==> src/hdl/lru_timestamp_cache_tags_top_assert.svh <==
// assertion macros for the lru timestamp cache tag store
// used by lru_timestamp_cache_tags_top; expects clk and rst_n in scope
`ifndef LRU_TIMESTAMP_CACHE_TAGS_TOP_ASSERT_SVH
`define LRU_TIMESTAMP_CACHE_TAGS_TOP_ASSERT_SVH

// condition implies consequence in the same cycle
`define LRUT_ASSERT_SAME(lbl, cond, cons, msg) \
  lbl: assert property (@(posedge clk) disable iff (!rst_n) (cond) |-> (cons)) \
    else $error(msg);

// condition implies consequence in the next cycle
`define LRUT_ASSERT_NEXT(lbl, cond, cons, msg) \
  lbl: assert property (@(posedge clk) disable iff (!rst_n) (cond) |=> (cons)) \
    else $error(msg);

`endif

==> src/hdl/lrut_pkg.sv <==
// shared types and codes of the lru timestamp cache tag store
// no dependencies
package lrut_pkg;

  localparam int unsigned CFG_IDX_W  = 2;
  localparam int unsigned CFG_DATA_W = 8;
  localparam int unsigned COLOR_W    = 16;
  localparam int unsigned TIME_W     = 32;
  localparam int unsigned CNT_W      = 32;
  localparam int unsigned ENTRY_ID_W = 32;
  localparam int unsigned STATUS_W   = 2;
  localparam int unsigned SLOT_OUT_W = 3;
  localparam int unsigned PRESENT_W  = 8;

  // configuration register indexes
  localparam logic [CFG_IDX_W-1:0] REG_ENABLE  = 2'd0;
  localparam logic [CFG_IDX_W-1:0] REG_PRESENT = 2'd1;

  // result status codes
  localparam logic [STATUS_W-1:0] ST_HIT     = 2'd0;
  localparam logic [STATUS_W-1:0] ST_FILLED  = 2'd1;
  localparam logic [STATUS_W-1:0] ST_FAILED  = 2'd2;
  localparam logic [STATUS_W-1:0] ST_REFUSED = 2'd3;

  typedef struct packed {
    logic                 enable;
    logic [PRESENT_W-1:0] present;
  } cfg_t;

endpackage

==> src/hdl/lrut_entry_ram.sv <==
// entry memory of the tag store with separate read and write ports: one write and one registered read per cycle
// no dependencies
module lrut_entry_ram #(
  parameter int unsigned DEPTH = 8,
  parameter int unsigned AW    = 3,
  parameter int unsigned WIDTH = 80
) (
  input  logic             clk,
  input  logic             rd_en,
  input  logic [AW-1:0]    rd_addr,
  output logic [WIDTH-1:0] rd_data,
  input  logic             wr_en,
  input  logic [AW-1:0]    wr_addr,
  input  logic [WIDTH-1:0] wr_data
);

  logic [WIDTH-1:0] mem [DEPTH];

  always_ff @(posedge clk) begin
    if (wr_en) begin
      mem[wr_addr] <= wr_data;
    end
  end

  always_ff @(posedge clk) begin
    if (rd_en) begin
      rd_data <= mem[rd_addr];
    end
  end

endmodule

==> src/hdl/lrut_ctrl.sv <==
// lookup sequencer: scans the entry memory for a tag hit and the lru victim, then writes back
// depends on lrut_pkg and lrut_entry_ram
module lrut_ctrl #(
  parameter int unsigned SLOTS   = 8,
  parameter int unsigned ID_BITS = 32
) (
  input  logic                                clk,
  input  logic                                rst_n,
  input  lrut_pkg::cfg_t                      cfg,
  input  logic                                start,
  output logic                                busy,
  input  logic [lrut_pkg::ENTRY_ID_W-1:0]     in_entry_id,
  input  logic                                in_fill_ok,
  input  logic [lrut_pkg::COLOR_W-1:0]        in_fill_color_key,
  output logic                                out_valid,
  output logic [lrut_pkg::STATUS_W-1:0]       out_status,
  output logic [lrut_pkg::SLOT_OUT_W-1:0]     out_slot_index,
  output logic [lrut_pkg::COLOR_W-1:0]        out_color_key,
  output logic [lrut_pkg::CNT_W-1:0]          out_hit_count,
  output logic [lrut_pkg::CNT_W-1:0]          out_miss_count
);

  localparam int unsigned SW   = (SLOTS > 1) ? $clog2(SLOTS) : 1;
  localparam int unsigned CW   = lrut_pkg::COLOR_W;
  localparam int unsigned TW   = lrut_pkg::TIME_W;
  localparam int unsigned EW   = ID_BITS + CW + TW;
  localparam logic [SW-1:0] LAST_IDX = SW'(SLOTS - 1);

  typedef enum logic [3:0] {
    S_IDLE = 4'b0001,
    S_SCAN = 4'b0010,
    S_LAST = 4'b0100,
    S_FIN  = 4'b1000
  } state_t;

  state_t              state_r, state_nxt;
  logic [ID_BITS-1:0]  id_r, id_nxt;
  logic                ok_r, ok_nxt;
  logic [CW-1:0]       nkey_r, nkey_nxt;
  logic [TW-1:0]       clock_r, clock_nxt;
  logic [SW-1:0]       rd_idx_r, rd_idx_nxt;
  logic                chk_vld_r, chk_vld_nxt;
  logic [SW-1:0]       chk_idx_r, chk_idx_nxt;
  logic                hit_r, hit_nxt;
  logic [SW-1:0]       hit_idx_r, hit_idx_nxt;
  logic [CW-1:0]       hit_color_r, hit_color_nxt;
  logic                found_r, found_nxt;
  logic [SW-1:0]       best_idx_r, best_idx_nxt;
  logic [TW-1:0]       best_time_r, best_time_nxt;
  logic [SLOTS-1:0]    valid_r, valid_nxt;
  logic [SLOTS-1:0]    tw_r, tw_nxt;
  logic [lrut_pkg::CNT_W-1:0] hits_r, hits_nxt;
  logic [lrut_pkg::CNT_W-1:0] misses_r, misses_nxt;

  logic                            ov_r, ov_nxt;
  logic [lrut_pkg::STATUS_W-1:0]   ost_r, ost_nxt;
  logic [lrut_pkg::SLOT_OUT_W-1:0] oslot_r, oslot_nxt;
  logic [CW-1:0]                   okey_r, okey_nxt;

  logic                rd_en;
  logic [EW-1:0]       rd_data;
  logic                wr_en;
  logic [SW-1:0]       wr_addr;
  logic [EW-1:0]       wr_data;

  logic [ID_BITS+31:0] id_ext;
  logic [ID_BITS-1:0]  id_in;
  logic [ID_BITS-1:0]  e_key;
  logic [CW-1:0]       e_color;
  logic [TW-1:0]       e_time;
  logic                chk_pres;
  logic                is_hit;
  logic                take;

  lrut_entry_ram #(
    .DEPTH (SLOTS),
    .AW    (SW),
    .WIDTH (EW)
  ) u_ram (
    .clk     (clk),
    .rd_en   (rd_en),
    .rd_addr (rd_idx_r),
    .rd_data (rd_data),
    .wr_en   (wr_en),
    .wr_addr (wr_addr),
    .wr_data (wr_data)
  );

  // slots at index eight or more have no present bit
  function automatic logic slot_pres(input logic [SW-1:0] idx,
                                     input logic [lrut_pkg::PRESENT_W-1:0] pres);
    logic [SW+2:0] ix;
    ix = {3'b000, idx};
    return (ix < (SW + 3)'(8)) && pres[ix[2:0]];
  endfunction

  function automatic logic [lrut_pkg::SLOT_OUT_W-1:0] slot_out(input logic [SW-1:0] idx);
    logic [SW+2:0] ix;
    ix = {3'b000, idx};
    return ix[2:0];
  endfunction

  assign id_ext = {{ID_BITS{1'b0}}, in_entry_id};
  assign id_in  = id_ext[ID_BITS-1:0];

  assign e_key    = rd_data[EW-1 -: ID_BITS];
  assign e_color  = rd_data[TW +: CW];
  // a slot whose time was never written reads as zero
  assign e_time   = tw_r[chk_idx_r] ? rd_data[TW-1:0] : '0;
  assign chk_pres = slot_pres(chk_idx_r, cfg.present);
  assign is_hit   = chk_vld_r && chk_pres && valid_r[chk_idx_r] && (e_key == id_r);
  assign take     = chk_vld_r && chk_pres && (!found_r || (e_time < best_time_r));

  assign rd_en = (state_r == S_SCAN);
  assign busy  = (state_r != S_IDLE);

  always_comb begin
    state_nxt     = state_r;
    id_nxt        = id_r;
    ok_nxt        = ok_r;
    nkey_nxt      = nkey_r;
    clock_nxt     = clock_r;
    rd_idx_nxt    = rd_idx_r;
    chk_vld_nxt   = (state_r == S_SCAN);
    chk_idx_nxt   = rd_idx_r;
    hit_nxt       = hit_r;
    hit_idx_nxt   = hit_idx_r;
    hit_color_nxt = hit_color_r;
    found_nxt     = found_r;
    best_idx_nxt  = best_idx_r;
    best_time_nxt = best_time_r;
    valid_nxt     = valid_r;
    tw_nxt        = tw_r;
    hits_nxt      = hits_r;
    misses_nxt    = misses_r;
    ov_nxt        = 1'b0;
    ost_nxt       = ost_r;
    oslot_nxt     = oslot_r;
    okey_nxt      = okey_r;
    wr_en         = 1'b0;
    wr_addr       = best_idx_r;
    wr_data       = {id_r, nkey_r, clock_r};

    // first hit in index order wins
    if (is_hit && !hit_r) begin
      hit_nxt       = 1'b1;
      hit_idx_nxt   = chk_idx_r;
      hit_color_nxt = e_color;
    end
    if (take) begin
      found_nxt     = 1'b1;
      best_idx_nxt  = chk_idx_r;
      best_time_nxt = e_time;
    end

    unique case (state_r)
      S_IDLE: begin
        if (start) begin
          if (!cfg.enable || (id_in == '0)) begin
            ov_nxt    = 1'b1;
            ost_nxt   = lrut_pkg::ST_REFUSED;
            oslot_nxt = '0;
            okey_nxt  = '0;
          end else begin
            id_nxt     = id_in;
            ok_nxt     = in_fill_ok;
            nkey_nxt   = in_fill_color_key;
            clock_nxt  = clock_r + 1'b1;
            rd_idx_nxt = '0;
            hit_nxt    = 1'b0;
            found_nxt  = 1'b0;
            state_nxt  = S_SCAN;
          end
        end
      end
      S_SCAN: begin
        if (rd_idx_r == LAST_IDX) begin
          state_nxt = S_LAST;
        end else begin
          rd_idx_nxt = rd_idx_r + 1'b1;
        end
      end
      S_LAST: begin
        state_nxt = S_FIN;
      end
      S_FIN: begin
        state_nxt = S_IDLE;
        ov_nxt    = 1'b1;
        priority if (hit_r) begin
          wr_en              = 1'b1;
          wr_addr            = hit_idx_r;
          wr_data            = {id_r, hit_color_r, clock_r};
          tw_nxt[hit_idx_r]  = 1'b1;
          hits_nxt           = hits_r + 1'b1;
          ost_nxt            = lrut_pkg::ST_HIT;
          oslot_nxt          = slot_out(hit_idx_r);
          okey_nxt           = hit_color_r;
        end else if (!found_r) begin
          ost_nxt   = lrut_pkg::ST_REFUSED;
          oslot_nxt = '0;
          okey_nxt  = '0;
        end else if (!ok_r) begin
          valid_nxt[best_idx_r] = 1'b0;
          ost_nxt   = lrut_pkg::ST_FAILED;
          oslot_nxt = slot_out(best_idx_r);
          okey_nxt  = '0;
        end else begin
          wr_en                 = 1'b1;
          valid_nxt[best_idx_r] = 1'b1;
          tw_nxt[best_idx_r]    = 1'b1;
          misses_nxt            = misses_r + 1'b1;
          ost_nxt               = lrut_pkg::ST_FILLED;
          oslot_nxt             = slot_out(best_idx_r);
          okey_nxt              = nkey_r;
        end
      end
      default: begin
        state_nxt = S_IDLE;
      end
    endcase
  end

  always_ff @(posedge clk) begin
    if (!rst_n) begin
      state_r   <= S_IDLE;
      clock_r   <= '0;
      chk_vld_r <= 1'b0;
      valid_r   <= '0;
      tw_r      <= '0;
      hits_r    <= '0;
      misses_r  <= '0;
      ov_r      <= 1'b0;
    end else begin
      state_r   <= state_nxt;
      clock_r   <= clock_nxt;
      chk_vld_r <= chk_vld_nxt;
      valid_r   <= valid_nxt;
      tw_r      <= tw_nxt;
      hits_r    <= hits_nxt;
      misses_r  <= misses_nxt;
      ov_r      <= ov_nxt;
    end
  end

  always_ff @(posedge clk) begin
    id_r        <= id_nxt;
    ok_r        <= ok_nxt;
    nkey_r      <= nkey_nxt;
    rd_idx_r    <= rd_idx_nxt;
    chk_idx_r   <= chk_idx_nxt;
    hit_r       <= hit_nxt;
    hit_idx_r   <= hit_idx_nxt;
    hit_color_r <= hit_color_nxt;
    found_r     <= found_nxt;
    best_idx_r  <= best_idx_nxt;
    best_time_r <= best_time_nxt;
    ost_r       <= ost_nxt;
    oslot_r     <= oslot_nxt;
    okey_r      <= okey_nxt;
  end

  assign out_valid      = ov_r;
  assign out_status     = ost_r;
  assign out_slot_index = oslot_r;
  assign out_color_key  = okey_r;
  assign out_hit_count  = hits_r;
  assign out_miss_count = misses_r;

endmodule

==> src/hdl/lru_timestamp_cache_tags_top.sv <==
// top level of the lru timestamp cache tag store: configuration registers and sequencer
// depends on lrut_pkg, lrut_ctrl and lru_timestamp_cache_tags_top_assert.svh
//
// usage:
//   requests: drive in_entry_id, in_fill_ok and in_fill_color_key with start; a
//   transaction is taken at a clock edge with start high and busy low.
//   results: one per request, shown for a single cycle with out_valid high. the
//   receiver cannot stall, so it must sample whenever out_valid is high.
//   configuration: cfg_index/cfg_wdata with cfg_valid; cfg_ready is always high.
//   index 0 is the enable bit, index 1 the slot present mask. write only while idle.
// request handling:
//   a refused request (disabled or empty id) shows its result in the cycle right
//   after the accept and the block is ready again right away.
//   a lookup reads the entry memory one slot per cycle in the scan state and then
//   passes the last and fin states; its result shows as it returns to idle, while a
//   hit or a fill writes its slot back; busy drops then, so the block takes no new
//   request before the result of the previous one has shown.
// reset: rst_n low clears valid bits, last-use times, use clock and both counters;
//   the block comes up disabled with all eight slots present. no clearing pass.
module lru_timestamp_cache_tags_top #(
  parameter int unsigned SLOTS   = 8,
  parameter int unsigned ID_BITS = 32
) (
  input  logic                                clk,
  input  logic                                rst_n,
  input  logic                                start,
  output logic                                busy,
  input  logic [lrut_pkg::ENTRY_ID_W-1:0]     in_entry_id,
  input  logic                                in_fill_ok,
  input  logic [lrut_pkg::COLOR_W-1:0]        in_fill_color_key,
  output logic                                out_valid,
  output logic [lrut_pkg::STATUS_W-1:0]       out_status,
  output logic [lrut_pkg::SLOT_OUT_W-1:0]     out_slot_index,
  output logic [lrut_pkg::COLOR_W-1:0]        out_color_key,
  output logic [lrut_pkg::CNT_W-1:0]          out_hit_count,
  output logic [lrut_pkg::CNT_W-1:0]          out_miss_count,
  input  logic                                cfg_valid,
  output logic                                cfg_ready,
  input  logic [lrut_pkg::CFG_IDX_W-1:0]      cfg_index,
  input  logic [lrut_pkg::CFG_DATA_W-1:0]     cfg_wdata
);

  lrut_pkg::cfg_t cfg_r, cfg_nxt;

  assign cfg_ready = 1'b1;

  always_comb begin
    cfg_nxt = cfg_r;
    if (cfg_valid && cfg_ready) begin
      if (cfg_index == lrut_pkg::REG_ENABLE) begin
        cfg_nxt.enable = cfg_wdata[0];
      end else if (cfg_index == lrut_pkg::REG_PRESENT) begin
        cfg_nxt.present = cfg_wdata;
      end
    end
  end

  always_ff @(posedge clk) begin
    if (!rst_n) begin
      cfg_r.enable  <= 1'b0;
      cfg_r.present <= '1;
    end else begin
      cfg_r <= cfg_nxt;
    end
  end

  lrut_ctrl #(
    .SLOTS   (SLOTS),
    .ID_BITS (ID_BITS)
  ) u_ctrl (
    .clk               (clk),
    .rst_n             (rst_n),
    .cfg               (cfg_r),
    .start             (start),
    .busy              (busy),
    .in_entry_id       (in_entry_id),
    .in_fill_ok        (in_fill_ok),
    .in_fill_color_key (in_fill_color_key),
    .out_valid         (out_valid),
    .out_status        (out_status),
    .out_slot_index    (out_slot_index),
    .out_color_key     (out_color_key),
    .out_hit_count     (out_hit_count),
    .out_miss_count    (out_miss_count)
  );

`include "lru_timestamp_cache_tags_top_assert.svh"

  // a disabled block answers a request on the next cycle with a refusal
  `LRUT_ASSERT_NEXT(a_disabled_refuses, start && !busy && !cfg_r.enable, out_valid && (out_status == lrut_pkg::ST_REFUSED), "disabled request not refused")
  // a hit moves the hit counter by exactly one
  `LRUT_ASSERT_SAME(a_hit_counts, out_valid && (out_status == lrut_pkg::ST_HIT), out_hit_count == ($past(out_hit_count) + 32'd1), "hit counter out of step")
  // a filled miss moves the miss counter by exactly one
  `LRUT_ASSERT_SAME(a_fill_counts, out_valid && (out_status == lrut_pkg::ST_FILLED), out_miss_count == ($past(out_miss_count) + 32'd1), "miss counter out of step")
  // every result follows an accepted request or the end of a lookup
  `LRUT_ASSERT_SAME(a_result_source, out_valid, $past(busy) || $past(start), "result without a request")

endmodule

==> config.mk <==
export PLATFORM = sky130hd
export DESIGN_NAME = lru_timestamp_cache_tags_top
export DESIGN_NICKNAME = d
export VERILOG_FILES = /design/src/hdl/lrut_pkg.sv /design/src/hdl/lrut_entry_ram.sv /design/src/hdl/lrut_ctrl.sv /design/src/hdl/lru_timestamp_cache_tags_top.sv
export VERILOG_INCLUDE_DIRS = /design/src /design/src/hdl
export SDC_FILE = /design/constraint.sdc
export NUM_CORES = 1
export LEC_CHECK = 0
export BUFFER_PORTS_ARGS = -buffer_cell sky130_fd_sc_hd__buf_4
export CORE_MARGIN = 2
export CORE_UTILIZATION = 45
export DETAILED_ROUTE_END_ITERATION = 8
export SYNTH_ARGS = -nofsm -noshare
export SYNTH_HDL_FRONTEND = slang
export SYNTH_SLANG_ARGS = --single-unit
==> constraint.sdc <==
create_clock -name clk -period 11.14 [get_ports clk]
set_input_delay 0.557 -clock clk [delete_from_list [all_inputs] [get_ports clk]]
set_output_delay 0.557 -clock clk [all_outputs]
set_load 0.05 [all_outputs]
Yosys cells after proc, flatten, opt, wreduce, memory -nomap -nowiden
Memory sizes are Yosys's and may differ from the RTL's. A register that Yosys moved wholly into a read port is not among the register bits. Cells that the tools add are included.

Memory bits (writable): 640. Memories: 1. Bits in registers: 259.

Bitwise operators: 8. $lt $le $gt $ge: 6. Reduce and logical (&&, ||, !) cells: 28. Add/sub/neg operators: 4. Equal/unequal tests: 13. Mux-type cells: 61.

Memories: u_ctrl.u_ram.mem (words 8, bits a word 80, rd ports 1, clocked after Yosys merged registers in 1, write ports 1, line lrut_entry_ram.sv:17) `logic [WIDTH-1:0] mem [DEPTH];`.

Operators by type and width (count): 32-bit by 1-bit adder with 32-bit output (second input constant) (3); 48-bit two-way mux (2); 16-bit two-way mux (5); 32-bit == test (1); 32-bit zero test (1); 32-bit < comparator (1); 32-bit two-way mux (1); 8-bit two-way mux (4); 16-bit case mux with 2 select lines (1); 3-bit two-way mux (9); 8-bit bitwise OR (3); 1-bit two-way mux (21); 3-bit AND reduction (6); 3-bit by 4-bit < comparator with 1-bit output (second input constant) (3); 4-bit two-way mux (3); 3-bit case mux with 2 select lines (2); 4-bit case mux with 3 select lines (1); 2-bit two-way mux (5); 1-bit binary-select mux with 3-bit select (3); 8-bit bitwise AND (1); 2-bit != test (second input constant) (4); 8-bit NOT (1); 4-bit AND reduction (2); 2-bit nonzero test (4); other kinds (19) (33).

Logic depth before layout (Yosys ltp)
Depth after elaboration: 10. Gate-level depth with buffers: 12. Gate-level depth less buffers: 10.

Hierarchy
Synthesis repeated with hierarchy kept, for this count alone.

Cell total of the unflattened synthesis: 2125. Area total of the unflattened synthesis: 38391.8 µm².

By module, submodules not included: lrut_entry_ram (cells an instance 1018, instances 1, area each 26455.4 µm², sequential area each 21620.7 µm²); lrut_ctrl (cells an instance 1063, instances 1, area each 11476.0 µm², sequential area each 6276.0 µm²); lru_timestamp_cache_tags_top (cells an instance 44, instances 1, area each 460.4 µm², sequential area each 180.2 µm²).

Least setup slack after synthesis
OpenSTA, ideal clock, no wires.

Kind: register -> register. Start point: reg u_ctrl.state_r[0]. End point: mem u_ctrl.u_ram.mem[6][0] (enable). Arrival: 5117 ps. Setup time: 519 ps. Clock period less this slack: 5636 ps. Cell stages (with the launch flop): 7. Setup slack: 5504 ps. Required time: 10621 ps. Path through: dfxtp_1 > or4b_1 > buf_2 > nor3_1 > buf_2 > a21oi_1 > nor2_1.

Cells in the longest elaborated chain, start to end: 4. Elaborated cells on any way between the ends: 5. Classes of those cells: eq/ne (1); mux (4).

RTL lines: start, declared (line lrut_ctrl.sv:36) `state_t state_r, state_nxt;`; start signal, assigned (line lrut_ctrl.sv:234) `state_r <= state_nxt;`; 4-bit == test * (line lrut_ctrl.sv:156) `unique case (state_r)`; 1-bit two-way mux (line lrut_ctrl.sv:156); 1-bit two-way mux (line lrut_entry_ram.sv:20) `if (wr_en) begin`; 1-bit two-way mux (not written as such) (line lrut_entry_ram.sv:21) `mem[wr_addr] <= wr_data;`; end, declared (line lrut_entry_ram.sv:17).

Mark *: on every way between the ends. The rest lies on a longest branch, timed or not.

Worst setup path in the final report
Start point: reg u_ctrl.chk_idx_r[1]. End point: reg u_ctrl.best_time_r[24] (enable).

Cells in the longest elaborated chain, start to end: 6. Elaborated cells on any way between the ends: 9. Classes of those cells: order compare (1); mux (5); reduce/logical (3).

RTL lines: start, declared (line lrut_ctrl.sv:43) `logic [SW-1:0] chk_idx_r, chk_idx_nxt;`; start signal, assigned (line lrut_ctrl.sv:250) `chk_idx_r <= chk_idx_nxt;`; 1-bit binary-select mux with 3-bit select (line lrut_ctrl.sv:109) `assign e_time = tw_r[chk_idx_r] ? rd_data[TW-1:0] : '0;`; 1-bit two-way mux (not written as such) (line lrut_ctrl.sv:109); 32-bit two-way mux (line lrut_ctrl.sv:109); named net u_ctrl.e_time[19] (line lrut_ctrl.sv:70) `logic [TW-1:0] e_time;`; 32-bit < comparator (line lrut_ctrl.sv:112) `assign take = chk_vld_r && chk_pres && (!found_r || (e_time < best_time_r));`; 1-bit logical OR (line lrut_ctrl.sv:112); 1-bit logical AND (line lrut_ctrl.sv:112); named net u_ctrl.take (line lrut_ctrl.sv:73) `logic take;`; end signal, assigned (line lrut_ctrl.sv:256) `best_time_r <= best_time_nxt;`; end, declared (line lrut_ctrl.sv:49) `logic [TW-1:0] best_time_r, best_time_nxt;`.

The timed path passes the listed nets, and every way through them passes these cells. The select of a mux whose other input is x is not followed. A chain may end at the register's enable or synchronous reset.

==> run_results.csv <==
group,metric,value,unit
run_status,outcome,"finished clean",
setup_path,worstPathArrival,5060,ps
cts,post_cts_buffers,0,
timing,fmax,209.4,MHz
routing,via_count,19198,
cts,clockRootBuffer,"clkbuf_16",
routing,vias_per_cell,5.443,
floorplanning,die_x,295.2,µm
floorplanning,die_area,0.08713,mm²
power_and_ir_drop,clkPwrFrac,44.7,%
floorplanning,core,0.08382,mm²
routing,drc,0,
logic_synthesis,synth.avg_cell_area,18.11,µm²
timing,tightest_slew,1212,ps
setup_path,cp_max_fo,33,
timing,hold_slack,70.17,ps
final_layout,n_antenna_cell,0,
routing,post_drt_wl_per_cell,23.14,µm
power_and_ir_drop,p_seq_share,53.8,%
setup_path,r2r_slack,6360,ps
routing,firstDrtPassIters,5,
power_and_ir_drop,internal-power,5901,µW
setup_path,slowest_delay,580,ps
timing,fin_tns_setup,0,ps
cts,cts_htree_levels,3,
final_layout,area_growth,15.33,%
floorplanning,chipHeight,295.2,µm
timing,report.final.slew_viol_count,0,
logic_synthesis,synth.most_common_cell,"edfxtp_1",
logic_synthesis,synth-seq-area-share,73.59,%
global_route,antenna_found_initial,1,
setup_path,cp_slowest_cell,"or4_1",
logic_synthesis,synth_cell_types,58,
logic_synthesis,post-synth-top-area-cell,"edfxtp_1",
worst_hold_path,hold_class,"primary input to flop",
logic_synthesis,async_reset_ff_share,0,%
global_route,grt_pass1_vias,20197,
setup_path,worstPathRequired,11430,ps
logic_synthesis,syn_nets,2206,
logic_synthesis,synth_top_area_share,66.66,%
logic_synthesis,synth_area,0.03815,mm²
timing,rsz0062_at_grt,"no",
cts,clk-insertion-delay-late,670,ps
setup_path,path_delay_family,"multiplexers",
timing,period_needed,4776,ps
timing,fin_crit_sh,42.88,%
setup_path,critPathBufInv,1,
setup_path,crit_path_end_kind,"flop",
global_route,grt_max_degree,112,
cts,cts.sinks,979,
placement,io_buffers,149,
timing,setup_viol,0,
floorplanning,start_util,45.52,%
logic_synthesis,synth-seq-cells,979,
logic_synthesis,synth-main-ff-cell,"edfxtp_1",
cts,cts_resized,0,
logic_synthesis,synth_common_cells,"edfxtp_1 (847), mux4_2 (166), dfxtp_1 (132), nand2_1 (121), and2_1 (108)",
routing,wl,81630,µm
global_route,overflow,0,
setup_path,setup.worst_path.start_class,"flop",
cts,cts_tree,"yes",
final_layout,final_nets,2407,
logic_synthesis,yosysWarningCount,0,
power_and_ir_drop,switching_power,1463,µW
routing,ant_nets,0,
job,cap_violations,0,
logic_synthesis,synth_enable_flop_cells,847,
logic_synthesis,synth_cells,2107,
power_and_ir_drop,power_frac_comb,1.5,%
placement,gp_congestion,0.8222,
cts,path_clk_slew,60,ps
timing,final_hold_viol_count,0,
final_layout,drive_gt1_share,25.37,%
power_and_ir_drop,switching_share,19.87,%
cts,cts_buffer_depth,3,
logic_synthesis,ys_top_cells_by_area,"edfxtp_1 (67%), mux4_2 (9.8%), dfxtp_1 (6.9%)",
global_route,grt_first_pass_wirelength,124100,µm
setup_path,worstPathCellList,"mux4_2, mux2_2, and2_1, ha_1, a211oi_1, o21ai_0, a221oi_1, nor3_1, or4_1, a41oi_4, buf_4",
floorplanning,rows,106,
final_layout,fillers,6760,
setup_path,crit_type,"flop to flop",
global_route,grt_usage,19.05,%
routing,drt_first_iter_violations,1377,
cts,ctsHoldBuffers,0,
timing,finClkSkew,38.47,ps
floorplanning,io_pins,151,
power_and_ir_drop,power_density,167.4,mW/mm²
timing,slew_headroom,18.98,%
placement,post-dp-hpwl,47420,µm
power_and_ir_drop,peakVddDrop,145.2,µV
cts,numCtsBuffers,101,
power_and_ir_drop,leakage,0.01438,µW
metal layers:
layer	global-route usage (%)	part of all wire, %
met4	5.571	2.2
met1	26.12	43
met5	0	0.016
met3	2.744	4.4
met2	31.86	50
cell type report:
| class | count | area, µm² | share of cell area [%] |
|---|---|---|---|
| clock inverters | 65 | 614.3 | 1.396 |
| flip-flops and latches | 979 | 28080 | 63.81 |
| inverters | 50 | 190.2 | 0.4322 |
| multi-input cells | 991 | 9641 | 21.91 |
| repair buffers | 185 | 1401 | 3.185 |
| clock buffers | 123 | 2661 | 6.048 |
| well taps | 1134 | 1419 | 3.224 |
path summary, 6_finish.rpt:
check	startpoint	end	cells after the start
min	in_fill_color_key[5]	u_ctrl.nkey_r[5]$_DFFE_PP_	1
max	u_ctrl.chk_idx_r[1]$_DFF_P_	u_ctrl.best_time_r[24]$_DFFE_PP_	11
min reg2reg	u_ctrl.u_ram.rd_data[35]$_DFFE_PP_	u_ctrl.hit_color_r[3]$_DFFE_PP_	0
max reg2reg	u_ctrl.chk_idx_r[1]$_DFF_P_	u_ctrl.best_time_r[24]$_DFFE_PP_	11
cell families after synthesis:
kind of cell	count (synthesis)	share of synthesized area, %
flip-flops	979	73.59
AND/OR/NAND/NOR	474	6.854
multiplexers	260	12.53
buffers and inverters	137	1.404
AO/OA/AOI/OAI	117	2.063
XOR/XNOR	103	2.364
adder cells (fa/ha/maj)	36	1.181
other	1	0.009829
placed cells by master, fill, tap and decap left out, types with 19 or more instances in the layout:
| cell | count |
|---|---|
| and2_1 | 108 |
| buf_4 | 184 |
| clkbuf_16 | 102 |
| clkinv_1 | 25 |
| clkinv_2 | 21 |
| dfxtp_1 | 132 |
| edfxtp_1 | 847 |
| ha_1 | 36 |
| inv_1 | 48 |
| mux2_2 | 82 |
| mux4_2 | 166 |
| nand2_1 | 121 |
| nand3_1 | 43 |
| nand4_1 | 41 |
| nor2_1 | 24 |
| nor3_1 | 19 |
| o21ai_0 | 29 |
| xnor2_1 | 78 |
| xor2_1 | 25 |
flip-flops by register name, indices dropped and copies added (netlist names), named ones only:
register / count
u_ctrl.chk_vld_r: 1
u_ctrl.clock_r: 32
u_ctrl.state_r: 4
u_ctrl.found_r: 1
u_ctrl.u_ram.mem: 640
u_ctrl.out_status: 2
u_ctrl.hit_r: 1
u_ctrl.hit_color_r: 16
u_ctrl.ok_r: 1
u_ctrl.u_ram.rd_data: 80
u_ctrl.out_hit_count: 32
u_ctrl.out_color_key: 16
u_ctrl.out_valid: 1
u_ctrl.out_miss_count: 32
u_ctrl.best_idx_r: 3
u_ctrl.hit_idx_r: 3
u_ctrl.id_r: 32
u_ctrl.nkey_r: 16
u_ctrl.chk_idx_r: 3
u_ctrl.out_slot_index: 3
u_ctrl.chk_idx_nxt: 3
u_ctrl.tw_r: 8
cfg_r: 9
u_ctrl.best_time_r: 32
power groups by stage:
stage	clock (µW)	combinational [µW]	sequential (µW)
2_1_floorplan	0	50.0	4050
3_3_place_gp	0	108	4040
3_5_place_dp	0	109	4040
4_1_cts	3370	109	3960
5_1_grt	3520	116	3960
6_report	3300	108	3960
worst register-to-register path, stage by stage, from the launching register on:
cell and delay (ps):
dfxtp_1 560, mux4_2 550, mux2_2 510, and2_1 310, ha_1 330, a211oi_1 240, o21ai_0 120, a221oi_1 280
nor3_1 70, or4_1 580, a41oi_4 410, buf_4 450
through the flow:
stage,setup slack [ps],util [%],instances,power [µW],cell area [µm²]
2_1_floorplan,5504,-,2107,4095,38150
3_3_place_gp,6391,48.59,3339,4146,40730
3_5_place_dp,6336,48.59,3339,4148,40730
4_1_cts,6300,52.50,3527,7442,44000
5_1_grt,6011,52.50,3527,7599,44000
6_report,6364,52.50,3527,7365,44000
Note: power is estimated with default switching activity, not from simulation.
